$ cat src/rtl/frc_pkg.sv
// ----------------------------------------------------------------------------
// frc_pkg
// shared constants, types and codes for the frequency/recency scored cache
// ----------------------------------------------------------------------------
package frc_pkg;

    localparam int ENTRIES    = 16;
    localparam int KEY_BITS   = 32;
    localparam int VALUE_BITS = 32;
    localparam int TIME_BITS  = 32;
    localparam int COUNT_BITS = 16;
    localparam int CAP_BITS   = 5;
    localparam int CAP_RESET  = 16;
    localparam int SCALE_MS   = 1000;

    localparam int IDX_BITS  = (ENTRIES > 1) ? $clog2(ENTRIES) : 1;
    localparam int CNT_BITS  = $clog2(ENTRIES + 1);
    localparam int CMP_BITS  = (CNT_BITS > CAP_BITS) ? CNT_BITS : CAP_BITS;
    localparam int DEN_BITS  = TIME_BITS + 1;
    localparam int PROD_BITS = COUNT_BITS + DEN_BITS;

    typedef logic [IDX_BITS-1:0]   idx_t;
    typedef logic [CNT_BITS-1:0]   cnt_t;
    typedef logic [KEY_BITS-1:0]   key_t;
    typedef logic [VALUE_BITS-1:0] val_t;
    typedef logic [TIME_BITS-1:0]  ms_t;
    typedef logic [COUNT_BITS-1:0] use_t;
    typedef logic [DEN_BITS-1:0]   den_t;
    typedef logic [PROD_BITS-1:0]  prod_t;

    localparam use_t COUNT_MAX = '1;

    // one slot of the cache
    typedef struct packed {
        logic valid;
        key_t key;
        val_t value;
        use_t count;
        ms_t  touch_ms;
    } entry_t;

    // data written into a slot
    typedef struct packed {
        key_t key;
        val_t value;
        ms_t  now_ms;
    } wdata_t;

    typedef enum logic [2:0] {
        OP_HOLD,
        OP_SHIFT,
        OP_TOUCH,
        OP_TOUCH_VAL,
        OP_FILL,
        OP_CLEAR
    } cell_op_t;

    // commands from the controller to the ring of cells
    typedef struct packed {
        logic   shift;
        logic   touch_en;
        logic   touch_value;
        idx_t   touch_idx;
        logic   fill_en;
        idx_t   fill_idx;
        logic   clear_en;
        idx_t   clear_idx;
        wdata_t data;
    } ring_cmd_t;

    // summary of one pass over the ring
    typedef struct packed {
        logic found_ok;
        idx_t found_idx;
        val_t read_value;
        logic free_ok;
        idx_t free_idx;
        cnt_t used;
        logic victim_ok;
        idx_t victim_idx;
        key_t victim_key;
    } scan_res_t;

    typedef enum logic [1:0] {
        ST_IDLE,
        ST_SCAN,
        ST_DRAIN,
        ST_WRITE
    } state_t;

endpackage

$ cat src/rtl/frc_scan.sv
// ----------------------------------------------------------------------------
// frc_scan
// shared lookup/score unit fed by the ring head, one slot per cycle of step_en
// ----------------------------------------------------------------------------
module frc_scan (
    input  logic               clk,
    input  logic               rst_n,
    input  logic               start,
    input  logic               step_en,
    input  frc_pkg::entry_t    head,
    input  frc_pkg::idx_t      head_idx,
    input  frc_pkg::key_t      key,
    input  frc_pkg::ms_t       now_ms,
    output frc_pkg::scan_res_t res
);

    // stage a: head snapshot
    logic            snap_live_reg;
    logic            snap_valid_reg;
    logic            snap_match_reg;
    frc_pkg::idx_t   snap_idx_reg;
    frc_pkg::key_t   snap_key_reg;
    frc_pkg::val_t   snap_value_reg;
    frc_pkg::use_t   snap_count_reg;
    frc_pkg::den_t   snap_den_reg;
    frc_pkg::den_t   head_den;

    // stage b: running summary
    logic            found_ok_reg,  found_ok_next;
    frc_pkg::idx_t   found_idx_reg, found_idx_next;
    frc_pkg::val_t   rd_value_reg,  rd_value_next;
    logic            free_ok_reg,   free_ok_next;
    frc_pkg::idx_t   free_idx_reg,  free_idx_next;
    frc_pkg::cnt_t   used_reg,      used_next;
    logic            victim_ok_reg, victim_ok_next;
    frc_pkg::idx_t   victim_idx_reg, victim_idx_next;
    frc_pkg::key_t   victim_key_reg, victim_key_next;
    frc_pkg::use_t   best_count_reg, best_count_next;
    frc_pkg::den_t   best_den_reg,   best_den_next;

    frc_pkg::prod_t  prod_snap;
    frc_pkg::prod_t  prod_best;
    logic            snap_lower;

    // 1000 + age, age modulo 2^32
    assign head_den = frc_pkg::den_t'(frc_pkg::SCALE_MS)
                    + frc_pkg::den_t'(frc_pkg::ms_t'(now_ms - head.touch_ms));

    always_ff @(posedge clk or negedge rst_n)
    begin
        if (!rst_n)
        begin
            snap_live_reg <= 1'b0;
        end
        else
        begin
            snap_live_reg <= step_en;
        end
    end

    always_ff @(posedge clk)
    begin
        snap_valid_reg <= head.valid;
        snap_match_reg <= head.valid && (head.key == key);
        snap_idx_reg   <= head_idx;
        snap_key_reg   <= head.key;
        snap_value_reg <= head.value;
        snap_count_reg <= head.count;
        snap_den_reg   <= head_den;
    end

    // exact score compare by cross multiplication
    assign prod_snap  = frc_pkg::prod_t'(snap_count_reg) * frc_pkg::prod_t'(best_den_reg);
    assign prod_best  = frc_pkg::prod_t'(best_count_reg) * frc_pkg::prod_t'(snap_den_reg);
    assign snap_lower = prod_snap < prod_best;

    always_comb
    begin
        found_ok_next   = found_ok_reg;
        found_idx_next  = found_idx_reg;
        rd_value_next   = rd_value_reg;
        free_ok_next    = free_ok_reg;
        free_idx_next   = free_idx_reg;
        used_next       = used_reg;
        victim_ok_next  = victim_ok_reg;
        victim_idx_next = victim_idx_reg;
        victim_key_next = victim_key_reg;
        best_count_next = best_count_reg;
        best_den_next   = best_den_reg;
        priority if (start)
        begin
            found_ok_next  = 1'b0;
            free_ok_next   = 1'b0;
            used_next      = '0;
            victim_ok_next = 1'b0;
        end
        else if (snap_live_reg)
        begin
            if (snap_valid_reg)
            begin
                used_next = used_reg + 1'b1;
                if (!found_ok_reg && snap_match_reg)
                begin
                    found_ok_next  = 1'b1;
                    found_idx_next = snap_idx_reg;
                    rd_value_next  = snap_value_reg;
                end
                // strict compare keeps the lowest slot on a tie
                if (!victim_ok_reg || snap_lower)
                begin
                    victim_ok_next  = 1'b1;
                    victim_idx_next = snap_idx_reg;
                    victim_key_next = snap_key_reg;
                    best_count_next = snap_count_reg;
                    best_den_next   = snap_den_reg;
                end
            end
            else if (!free_ok_reg)
            begin
                free_ok_next  = 1'b1;
                free_idx_next = snap_idx_reg;
            end
        end
    end

    always_ff @(posedge clk or negedge rst_n)
    begin
        if (!rst_n)
        begin
            found_ok_reg  <= 1'b0;
            free_ok_reg   <= 1'b0;
            used_reg      <= '0;
            victim_ok_reg <= 1'b0;
        end
        else
        begin
            found_ok_reg  <= found_ok_next;
            free_ok_reg   <= free_ok_next;
            used_reg      <= used_next;
            victim_ok_reg <= victim_ok_next;
        end
    end

    always_ff @(posedge clk)
    begin
        found_idx_reg  <= found_idx_next;
        rd_value_reg   <= rd_value_next;
        free_idx_reg   <= free_idx_next;
        victim_idx_reg <= victim_idx_next;
        victim_key_reg <= victim_key_next;
        best_count_reg <= best_count_next;
        best_den_reg   <= best_den_next;
    end

    assign res.found_ok   = found_ok_reg;
    assign res.found_idx  = found_idx_reg;
    assign res.read_value = rd_value_reg;
    assign res.free_ok    = free_ok_reg;
    assign res.free_idx   = free_idx_reg;
    assign res.used       = used_reg;
    assign res.victim_ok  = victim_ok_reg;
    assign res.victim_idx = victim_idx_reg;
    assign res.victim_key = victim_key_reg;

endmodule

$ cat config.mk
export PLATFORM = sky130hd
export DESIGN_NAME = frc_scan
export DESIGN_NICKNAME = d
export VERILOG_FILES = /design/src/rtl/frc_pkg.sv /design/src/rtl/frc_scan.sv
export SDC_FILE = /design/constraint.sdc
export NUM_CORES = 2
export LEC_CHECK = 0
export BUFFER_PORTS_ARGS = -buffer_cell sky130_fd_sc_hd__buf_2
export CAP_MARGIN = 20
export CORE_ASPECT_RATIO = 1.4
export CORE_UTILIZATION = 58
export CTS_BUF_LIST = sky130_fd_sc_hd__clkbuf_16
export DETAILED_ROUTE_END_ITERATION = 8
export GPL_TIMING_DRIVEN = 0
export PLACE_DENSITY = 0.9
export SKIP_LAST_GASP = 1
export SLEW_MARGIN = 40
export SYNTH_ARGS = -nofsm -noshare
export SYNTH_HDL_FRONTEND = slang
export SYNTH_SLANG_ARGS = --single-unit
export TNS_END_PERCENT = 5
$ cat constraint.sdc
create_clock -name clk -period 9.35 [get_ports clk]
set_input_delay 1.87 -clock clk [delete_from_list [all_inputs] [get_ports clk]]
set_output_delay 1.87 -clock clk [all_outputs]
set_load 0.05 [all_outputs]
==> results.cfg <==
[outcome]
status = finished with violations
violations = DRC, setup timing

[clock_network]
cts.sinks = 253
numCtsBuffers = 27
cts_tree = yes
hold_buffers = 0
cts_root_buf = clkbuf_16
clockBufferDepth = 3
clkTransAtPathRegs_ns = 0.07
clock_latency_ns = 0.62
htree_levels = 1

[synthesis]
syn_area_um2 = 43360
synth_compound_area_share_pct = 6.446
ys_ff_latch = 253
avgSynthCellArea_um2 = 9.361
synth-edff-count = 125
synth_top_area_share_pct = 39.94
synth.distinct_cells = 77
synth_nets = 6005
synthMuxAreaShare_pct = 0.02308
synth-adder-area-share_pct = 49.26
synth_async_sr_flop_share_pct = 3.557
yosys.area_share.simple_pct = 15.80
synth_top_cell_by_area = fa_1
synthTopCellsByArea = fa_1, ha_1, edfxtp_1
syn_inst = 4632
synth_top_family_by_area = adder cells
synthFlopType = edfxtp_1
synthXorXnorAreaFrac_pct = 3.595
yosys_warnings = 0
yosysSeqAreaShare_pct = 14.67

[critical_path]
worstReg2RegStart = best_count_reg[15]
startpoint = best_count_reg[15]
crit_slowest_cell = edfxtp_1
worstPathRequired_ns = 9.64
startpoint_type = flip-flop
r2r_end = victim_key_reg[25]
crit_type = flip-flop to flip-flop
cp_common_cell = fa_1
max_stage_delay_ns = 0.67
end_kind = flip-flop
r2r_setup_slack_ns = -0.27
cp_max_fo = 15
crit_end = victim_key_reg[25]
rr_worst_depth = 35
crit_arrival_ns = 9.91

[floorplan]
ios = 269
dieArea_um2 = 75870
start_util_pct = 58.62
rows = 118
die_h_um = 325.5
die-width_um = 233.1
core_area_um2 = 73970

[grt]
grt_pass1_wl_mm = 202.6
globalRouteOverflowTotal = 0
antenna_found_initial = 12
grt_max_degree = 39
grt_pass1_vias = 37600
track_usage_pct = 35.13

[detailed_routing]
drc = 2
vias = 34990
drtIter0Drc = 2792
wl_met3_mm = 13.17
post_drt_wl_per_cell_um = 22.06
wl_met2_mm = 62.54
first_pass_iters = 9
wirelength_mm = 132.0
final_antenna_net_count = 0
maxUsedRoutingLayer = met5
avgViaCountPerCell = 5.847
routedLengthMet1_mm = 41.96

[sta]
hold_slack_ns = 0.3968
finClkSkew_ns = 0.06040
final_max_slew_viol_count = 0
setup_viol = 85
worstMarginPinSlew_ns = 0.8410
worst_slack_ns = -0.2747
slew_headroom_pct = 43.94
fmax_mhz = 103.9
min_period_ns = 9.625
min_period_over_period_pct = 102.9
finalHoldViolCount = 0

[cells_and_area]
layout_common_cells = inv_1, fa_1, nand2_1, and2_1, ha_1
syn_to_final_growth_pct = 11.00
drive_gt1_share_pct = 12.73
final_common_cell = inv_1
layout.nets = 6370

[placement]
gp_congestion = 1.022
dp_hpwl_mm = 105.0
io_buffer_count = 268

[job]
maxCapViolations = 0

[worst_hold_path]
worst_hold_path_type = flip-flop to flip-flop
[cell families after synthesis]
family | Yosys count
AND/OR/NAND/NOR | 1416
multiplexers | 1
AO/OA/AOI/OAI | 422
buffers and inverters | 1174
XOR/XNOR | 178
adder cells (fa/ha/maj) | 1188
flip-flops | 253
[how the worst min path moves through the flow]
stage | start | depth (start not counted) | slack [ns] | endpoint
after global routing | snap_key_reg[23] | 0 | 0.41 | victim_key_reg[23]
after global placement | snap_value_reg[5] | 0 | 0.39 | rd_value_reg[5]
after CTS | snap_key_reg[16] | 0 | 0.40 | victim_key_reg[16]
final | snap_value_reg[26] | 0 | 0.40 | rd_value_reg[26]
after floorplan | snap_value_reg[0] | 0 | 0.39 | rd_value_reg[0]
after detailed placement | snap_key_reg[15] | 0 | 0.39 | victim_key_reg[15]
[through the flow]
step / setup slack, ns / TNS [ns] / util (%) / instance area [µm²] / std cells
CTS: -0.04451 / -1.579 / 64.04 / 47370 / 5943
detailed placement: -1.288 / -102.62 / 62.20 / 46010 / 5869
global placement: -2.433 / -206.02 / 62.06 / 45900 / 5860
finish: -0.2747 / -20.42 / 65.07 / 48130 / 5985
floorplan: 0.08553 / 0 / - / 43360 / 4632
global route: -0.3581 / -28.08 / 65.06 / 48120 / 5982
[Yosys cell counts (10+ instances only)]
cell	n
fa_1	865
ha_1	323
nand2_1	766
dfxtp_1	119
nand2b_1	16
or3_1	10
inv_1	980
a31oi_1	17
clkbuf_1	184
edfxtp_1	125
nor2b_1	20
o21a_1	21
o211ai_1	16
a211oi_1	10
a21oi_1	123
a21o_1	93
and2_1	387
and3_1	19
xor2_1	53
xnor2_1	125
nand4_1	29
nand3_1	44
o21bai_1	11
nor3_1	20
o21ai_0	61
nor2_1	57
[final cells by class]
cell class	count	area (µm²)
inverter	980	3679
clock buffer	28	700.7
timing repair buffer	345	2091
multi-input combinational	3205	32850
buffer	185	1023
antenna	7	17.52
clock inverter	22	152.6
tap	960	1201
sequential	253	6415
fill	5523	25840
[layer usage]
metal,vias up,global-route usage [%]
li1,14810,-
met1,17180,38.84
met2,2208,58.46
met3,792,6.811
met4,10,28.63
met5,-,0
[timing repair]
item / CTS / global route
buffers inserted: 27 / 37
endpoints found under the setup margin: 85 / 85
resized for setup: 139 / 258
pin swaps: 4 / 13
gates cloned: 0 / 4
[worst max-delay path, delay by kind of cell, from the launching register on]
family	cells	cell delay, ns
compound gates	16	3.34
xor+xnor	1	0.25
fa+ha+maj	8	3.61
buf+inv	6	0.96
flops	1	0.67
simple gates	4	0.44
Power is left out: the tool's default activity adds up to more than one toggle a clock period on the data nets, which glitch-free logic cannot reach.
