<file path="src/rtl/frc_pkg.sv">
// ----------------------------------------------------------------------------
// frc_pkg
// shared constants, types and codes for the frequency/recency scored cache
// ----------------------------------------------------------------------------
package frc_pkg;

    localparam int ENTRIES    = 16;
    localparam int KEY_BITS   = 32;
    localparam int VALUE_BITS = 32;
    localparam int TIME_BITS  = 32;
    localparam int COUNT_BITS = 16;
    localparam int CAP_BITS   = 5;
    localparam int CAP_RESET  = 16;
    localparam int SCALE_MS   = 1000;

    localparam int IDX_BITS  = (ENTRIES > 1) ? $clog2(ENTRIES) : 1;
    localparam int CNT_BITS  = $clog2(ENTRIES + 1);
    localparam int CMP_BITS  = (CNT_BITS > CAP_BITS) ? CNT_BITS : CAP_BITS;
    localparam int DEN_BITS  = TIME_BITS + 1;
    localparam int PROD_BITS = COUNT_BITS + DEN_BITS;

    typedef logic [IDX_BITS-1:0]   idx_t;
    typedef logic [CNT_BITS-1:0]   cnt_t;
    typedef logic [KEY_BITS-1:0]   key_t;
    typedef logic [VALUE_BITS-1:0] val_t;
    typedef logic [TIME_BITS-1:0]  ms_t;
    typedef logic [COUNT_BITS-1:0] use_t;
    typedef logic [DEN_BITS-1:0]   den_t;
    typedef logic [PROD_BITS-1:0]  prod_t;

    localparam use_t COUNT_MAX = '1;

    // one slot of the cache
    typedef struct packed {
        logic valid;
        key_t key;
        val_t value;
        use_t count;
        ms_t  touch_ms;
    } entry_t;

    // data written into a slot
    typedef struct packed {
        key_t key;
        val_t value;
        ms_t  now_ms;
    } wdata_t;

    typedef enum logic [2:0] {
        OP_HOLD,
        OP_SHIFT,
        OP_TOUCH,
        OP_TOUCH_VAL,
        OP_FILL,
        OP_CLEAR
    } cell_op_t;

    // commands from the controller to the ring of cells
    typedef struct packed {
        logic   shift;
        logic   touch_en;
        logic   touch_value;
        idx_t   touch_idx;
        logic   fill_en;
        idx_t   fill_idx;
        logic   clear_en;
        idx_t   clear_idx;
        wdata_t data;
    } ring_cmd_t;

    // summary of one pass over the ring
    typedef struct packed {
        logic found_ok;
        idx_t found_idx;
        val_t read_value;
        logic free_ok;
        idx_t free_idx;
        cnt_t used;
        logic victim_ok;
        idx_t victim_idx;
        key_t victim_key;
    } scan_res_t;

    typedef enum logic [1:0] {
        ST_IDLE,
        ST_SCAN,
        ST_DRAIN,
        ST_WRITE
    } state_t;

endpackage

</file>
<file path="src/rtl/frc_cell.sv">
// ----------------------------------------------------------------------------
// frc_cell
// one cache slot: holds, shifts from its neighbor, touches, fills or clears
// ----------------------------------------------------------------------------
module frc_cell (
    input  logic              clk,
    input  logic              rst_n,
    input  frc_pkg::cell_op_t op,
    input  frc_pkg::entry_t   neighbor,
    input  frc_pkg::wdata_t   wdata,
    output frc_pkg::entry_t   ent
);

    logic            valid_reg;
    logic            valid_next;
    frc_pkg::key_t   key_reg;
    frc_pkg::key_t   key_next;
    frc_pkg::val_t   value_reg;
    frc_pkg::val_t   value_next;
    frc_pkg::use_t   count_reg;
    frc_pkg::use_t   count_next;
    frc_pkg::ms_t    touch_reg;
    frc_pkg::ms_t    touch_next;
    frc_pkg::use_t   count_inc;

    // saturating use count
    assign count_inc = (count_reg == frc_pkg::COUNT_MAX) ? count_reg
                                                         : count_reg + 1'b1;

    always_comb
    begin
        valid_next = valid_reg;
        key_next   = key_reg;
        value_next = value_reg;
        count_next = count_reg;
        touch_next = touch_reg;
        unique case (op)
            frc_pkg::OP_HOLD:
            begin
            end
            frc_pkg::OP_SHIFT:
            begin
                valid_next = neighbor.valid;
                key_next   = neighbor.key;
                value_next = neighbor.value;
                count_next = neighbor.count;
                touch_next = neighbor.touch_ms;
            end
            frc_pkg::OP_TOUCH:
            begin
                count_next = count_inc;
                touch_next = wdata.now_ms;
            end
            frc_pkg::OP_TOUCH_VAL:
            begin
                value_next = wdata.value;
                count_next = count_inc;
                touch_next = wdata.now_ms;
            end
            frc_pkg::OP_FILL:
            begin
                valid_next = 1'b1;
                key_next   = wdata.key;
                value_next = wdata.value;
                count_next = frc_pkg::use_t'(1);
                touch_next = wdata.now_ms;
            end
            frc_pkg::OP_CLEAR:
            begin
                valid_next = 1'b0;
            end
            default:
            begin
            end
        endcase
    end

    always_ff @(posedge clk or negedge rst_n)
    begin
        if (!rst_n)
        begin
            valid_reg <= 1'b0;
        end
        else
        begin
            valid_reg <= valid_next;
        end
    end

    always_ff @(posedge clk)
    begin
        key_reg   <= key_next;
        value_reg <= value_next;
        count_reg <= count_next;
        touch_reg <= touch_next;
    end

    assign ent.valid    = valid_reg;
    assign ent.key      = key_reg;
    assign ent.value    = value_reg;
    assign ent.count    = count_reg;
    assign ent.touch_ms = touch_reg;

endmodule

</file>
<file path="src/rtl/frc_ring.sv">
// ----------------------------------------------------------------------------
// frc_ring
// ring of slot cells; a rotation brings every slot past cell 0 once
// ----------------------------------------------------------------------------
module frc_ring (
    input  logic               clk,
    input  logic               rst_n,
    input  frc_pkg::ring_cmd_t cmd,
    output frc_pkg::entry_t    head
);

    frc_pkg::entry_t   ents [frc_pkg::ENTRIES];
    frc_pkg::cell_op_t ops  [frc_pkg::ENTRIES];

    for (genvar i = 0; i < frc_pkg::ENTRIES; i++)
    begin : g_cell
        localparam int NXT = (i + 1) % frc_pkg::ENTRIES;

        // per-slot decode, shift wins, a fill wins over a clear of the same slot
        always_comb
        begin
            priority if (cmd.shift)
                ops[i] = frc_pkg::OP_SHIFT;
            else if (cmd.fill_en && cmd.fill_idx == frc_pkg::idx_t'(i))
                ops[i] = frc_pkg::OP_FILL;
            else if (cmd.clear_en && cmd.clear_idx == frc_pkg::idx_t'(i))
                ops[i] = frc_pkg::OP_CLEAR;
            else if (cmd.touch_en && cmd.touch_idx == frc_pkg::idx_t'(i))
                ops[i] = cmd.touch_value ? frc_pkg::OP_TOUCH_VAL : frc_pkg::OP_TOUCH;
            else
                ops[i] = frc_pkg::OP_HOLD;
        end

        frc_cell u_cell (
            .clk      (clk),
            .rst_n    (rst_n),
            .op       (ops[i]),
            .neighbor (ents[NXT]),
            .wdata    (cmd.data),
            .ent      (ents[i])
        );
    end

    assign head = ents[0];

endmodule

</file>
<file path="config.mk">
export PLATFORM = sky130hd
export DESIGN_NAME = frc_ring
export DESIGN_NICKNAME = d
export VERILOG_FILES = /design/src/rtl/frc_pkg.sv /design/src/rtl/frc_cell.sv /design/src/rtl/frc_ring.sv
export SDC_FILE = /design/constraint.sdc
export NUM_CORES = 2
export LEC_CHECK = 0
export BUFFER_PORTS_ARGS = -buffer_cell sky130_fd_sc_hd__buf_2
export CORE_ASPECT_RATIO = 0.7
export CORE_MARGIN = 1.5
export CORE_UTILIZATION = 50
export CTS_BUF_LIST = sky130_fd_sc_hd__clkbuf_8
export DETAILED_ROUTE_END_ITERATION = 12
export PLACE_DENSITY = 0.66
export SLEW_MARGIN = 0
export SYNTH_ARGS = -nofsm -noshare
export SYNTH_HDL_FRONTEND = slang
export SYNTH_SLANG_ARGS = --single-unit
</file>
<file path="constraint.sdc">
create_clock -name clk -period 3.2 [get_ports clk]
set_input_delay 0.16 -clock clk [delete_from_list [all_inputs] [get_ports clk]]
set_output_delay 0.16 -clock clk [all_outputs]
set_load 0.05 [all_outputs]
</file>
==> qor.yml <==
worst_setup_path:
  worst_ep_required_time_ps: 3930
  crit_arrival_ps: 3730
  r2r_slack_ps: 580
  reg2regPathDepth: 7
  worstSetupEndpointType: "flop"
  setup.worst_path.class: "in -> reg"
  reg2reg_from: "g_cell[11].u_cell.count_reg[0]"
  r2r_end: "g_cell[11].u_cell.count_reg[0]"
  critPathLaunch: "cmd[99]"
  cp_max_fo: 32
  start_kind: "input pin"
grt:
  antenna_found_initial: 9
  grt_usage_pct: 25.3
  grt_max_degree: 50
  grt_pass1_wl_um: 321000
  grt_pass1_vias: 49900
  overflow: 0
clock_tree:
  cts_resized: 0
  clock_path_buffers: 4
  clkLatencyLatePin_ps: 1030
  cts_tree: "built"
  cts_hold_buf: 118
  post_cts_buffers: 0
  clk_pin_slew_ps: 60
  cts_made_buffers: 298
  root_buffer: "clkbuf_8"
  htreeDepth: 5
  cts.sinks: 1808
timing:
  fin_crit_ps: 3010
  hold_violations: 0
  max_slew_margin_pct: 19.3
  whs_ps: 152
  fin_skew_ps: 60.5
  fmax_ghz: 0.333
  worstMarginPinSlew_ps: 1210
  setup-tns-final_ps: 0
  finalCritPeriodShare_pct: 93.9
  final_max_slew_viol_count: 0
  rsz0062_at_grt: "false"
  setup_viol: 0
route:
  top_layer: "met4"
  drt_iter0_drc: 5295
  wl_met1_um: 100000
  drt_pass1_iterations: 6
  drt_wl_total_um: 214000
  via_per_inst: 5.79
  drc_errors: 0
  num_vias: 51000
  wl_met3_um: 16800
  drtAntennaViolNets: 0
  wl_met2_um: 91900
  wl_per_cell_um: 24.3
layout:
  fillers: 13200
  nets: 6549
  register_area_um2: 54200
  fin_area_um2: 92600
  multi_input_area_um2: 26200
  final_layout_size_suffix_gt1_share_pct: 27.9
  final_util_pct: 56.6
  area_growth_syn_to_layout_pct: 12.0
die:
  core_um2: 164000
  die-area_um2: 168000
  dieHeight_um: 343
  row_count: 124
  ios: 228
  die_width_um: 489
  initial_core_util_pct: 50.5
placement:
  gp_congestion: 0.949
  hpwl_um: 126000
  place_area_um2: 86300
  portBuffers: 227
run_status:
  status: "finished, final reports clean"
logic_synthesis:
  synth-edff-count: 1792
  synth_area_leaders: "edfxtp_1 (65%), mux2_2 (13%), nand2_1 (6.1%), mux2_1 (2.4%), nand3_1 (1.8%)"
  yosysTopAreaCellShare_pct: 65.1
  ys_async_sr_fraction_pct: 0.885
  syn_area_per_cell_um2: 13.5
  synth-seq-cells: 1808
  ys_warn_count: 0
  syn-num-nets: 6239
  yosysSeqAreaShare_pct: 65.6
  syn_area_um2: 82700
  synthCells: 6108
  synth.largest_area_cell: "edfxtp_1"
  synth.distinct_cells: 61
  ys.flop_type: "edfxtp_1"
pwr:
  powerDensity_nw_per_um2: 562
  peakVddDrop_mv: 0.421
  power.leakage_uw: 0.0343
  total_power_uw: 52000
hold_path:
  hold-path-endpoint: "g_cell[14].u_cell.valid_reg"
  min-delay-start: "cmd[107]"
  hold_depth: 6
  hp-class: "in -> reg"
run:
  maxCapViolCount: 0
[per-stage QoR]
| step | std cells | setup WS [ps] |
|---|---|---|
| floorplan | 6108 | 91.2 |
| global placement | 8205 | 335 |
| detailed placement | 8205 | 313 |
| CTS | 8800 | 340 |
| global route | 8811 | 167 |
| finish | 8811 | 194 |
[how the worst max path moves through the flow]
stage / end / slack, ps / cells past startpoint
after detailed placement: g_cell[12].u_cell.value_reg[15] / 310 / 7
after floorplan: g_cell[7].u_cell.count_reg[0] / 90 / 8
after global routing: g_cell[2].u_cell.value_reg[24] / 170 / 9
after global placement: g_cell[12].u_cell.value_reg[11] / 330 / 7
final: g_cell[2].u_cell.value_reg[8] / 190 / 9
after CTS: g_cell[2].u_cell.value_reg[28] / 340 / 9
[layer usage]
metal  track usage, %  up-vias
met4             6.80        0
li1                 -    22800
met1             39.1    25800
met5                0        -
met3             4.37      359
met2             36.8     2100
[synthesized netlist by cell type (5+ instances only)]
cell and count:
a221o_1 9, xor2_1 114, nand2b_1 8, edfxtp_1 1792, o21ai_1 13, or4_1 11, inv_1 55, o21a_1 5
nor2b_1 6, and3_1 18, clkbuf_1 300, mux2_1 176, o22ai_1 10, and4_1 15, nor4_1 18, mux2i_1 14
mux2_2 948, nor3_1 39, dfrtp_1 16, buf_4 113, buf_6 11, xnor2_1 110, and2_1 7, or2_2 10
o21ai_0 211, ha_1 16, nand3_1 301, nor2_1 130, nand2_1 1347, or3_1 10, mux2_4 28, buf_1 35
a21oi_1 14, nand4_1 58, nand3b_1 9, o31ai_1 6, o211ai_1 19, a31o_2 19, buf_2 52
[logic make-up after synthesis]
kind of cell / after synthesis / share of synthesized area [%]
AND/OR/NAND/NOR: 2001 / 10.3
AO/OA/AOI/OAI: 326 / 2.30
XOR/XNOR: 224 / 2.37
buffers and inverters: 567 / 3.26
flip-flops: 1808 / 65.6
multiplexers: 1166 / 16.0
adder cells (fa/ha/maj): 16 / 0.242
[worst max-delay path, cell delays in order]
cell and delay, ps:
dlygate4sd3_1 570, buf_2 170, or3b_1 430, dlygate4sd3_1 630, nor2_1 380, nor3_1 240, a21oi_4 200, buf_4 510
mux2_2 400
[where the power goes]
group	switching [µW]	total (µW)	internal (µW)
logic	2680	4400	1720
clock network	9220	18500	9290
registers	864	29100	28300
total	12800	52000	39300
[cell usage in the layout (no fill, tap or decap), types with 8 or more instances in the layout]
| master | n |
|---|---|
| buf_4 | 137 |
| inv_1 | 132 |
| a221o_1 | 9 |
| nor3_1 | 36 |
| xor2_1 | 114 |
| mux2_1 | 176 |
| a21oi_1 | 8 |
| o22ai_1 | 10 |
| mux2_2 | 948 |
| buf_12 | 39 |
| and4_1 | 15 |
| nor2_1 | 121 |
| nand2_2 | 33 |
| nand4_1 | 58 |
| nand3b_1 | 9 |
| xnor2_1 | 110 |
| o21ai_0 | 205 |
| edfxtp_1 | 1792 |
| clkinv_1 | 59 |
| dlygate4sd3_1 | 118 |
| nor4_1 | 18 |
| diode_2 | 11 |
| nand3_1 | 294 |
| or2_2 | 10 |
| mux2i_1 | 14 |
| a31o_2 | 19 |
| and3_1 | 18 |
| nand2_1 | 1314 |
| or4_1 | 11 |
| clkinv_2 | 21 |
| o211ai_1 | 19 |
| ha_1 | 16 |
| mux2_4 | 28 |
| buf_2 | 227 |
| or3_1 | 8 |
| dfrtp_1 | 16 |
| clkbuf_8 | 307 |
| o21ai_1 | 12 |
[final cells by class]
class	count	share of cell area [%]
diodes	11	0.0297
clock buffers	307	4.56
clock inverters	170	0.920
inverters	56	0.227
multi-input cells	3733	28.3
flip-flops and latches	1808	58.5
well taps	2205	2.98
repair buffers	521	4.45
Power figures use the tool's default switching activity.
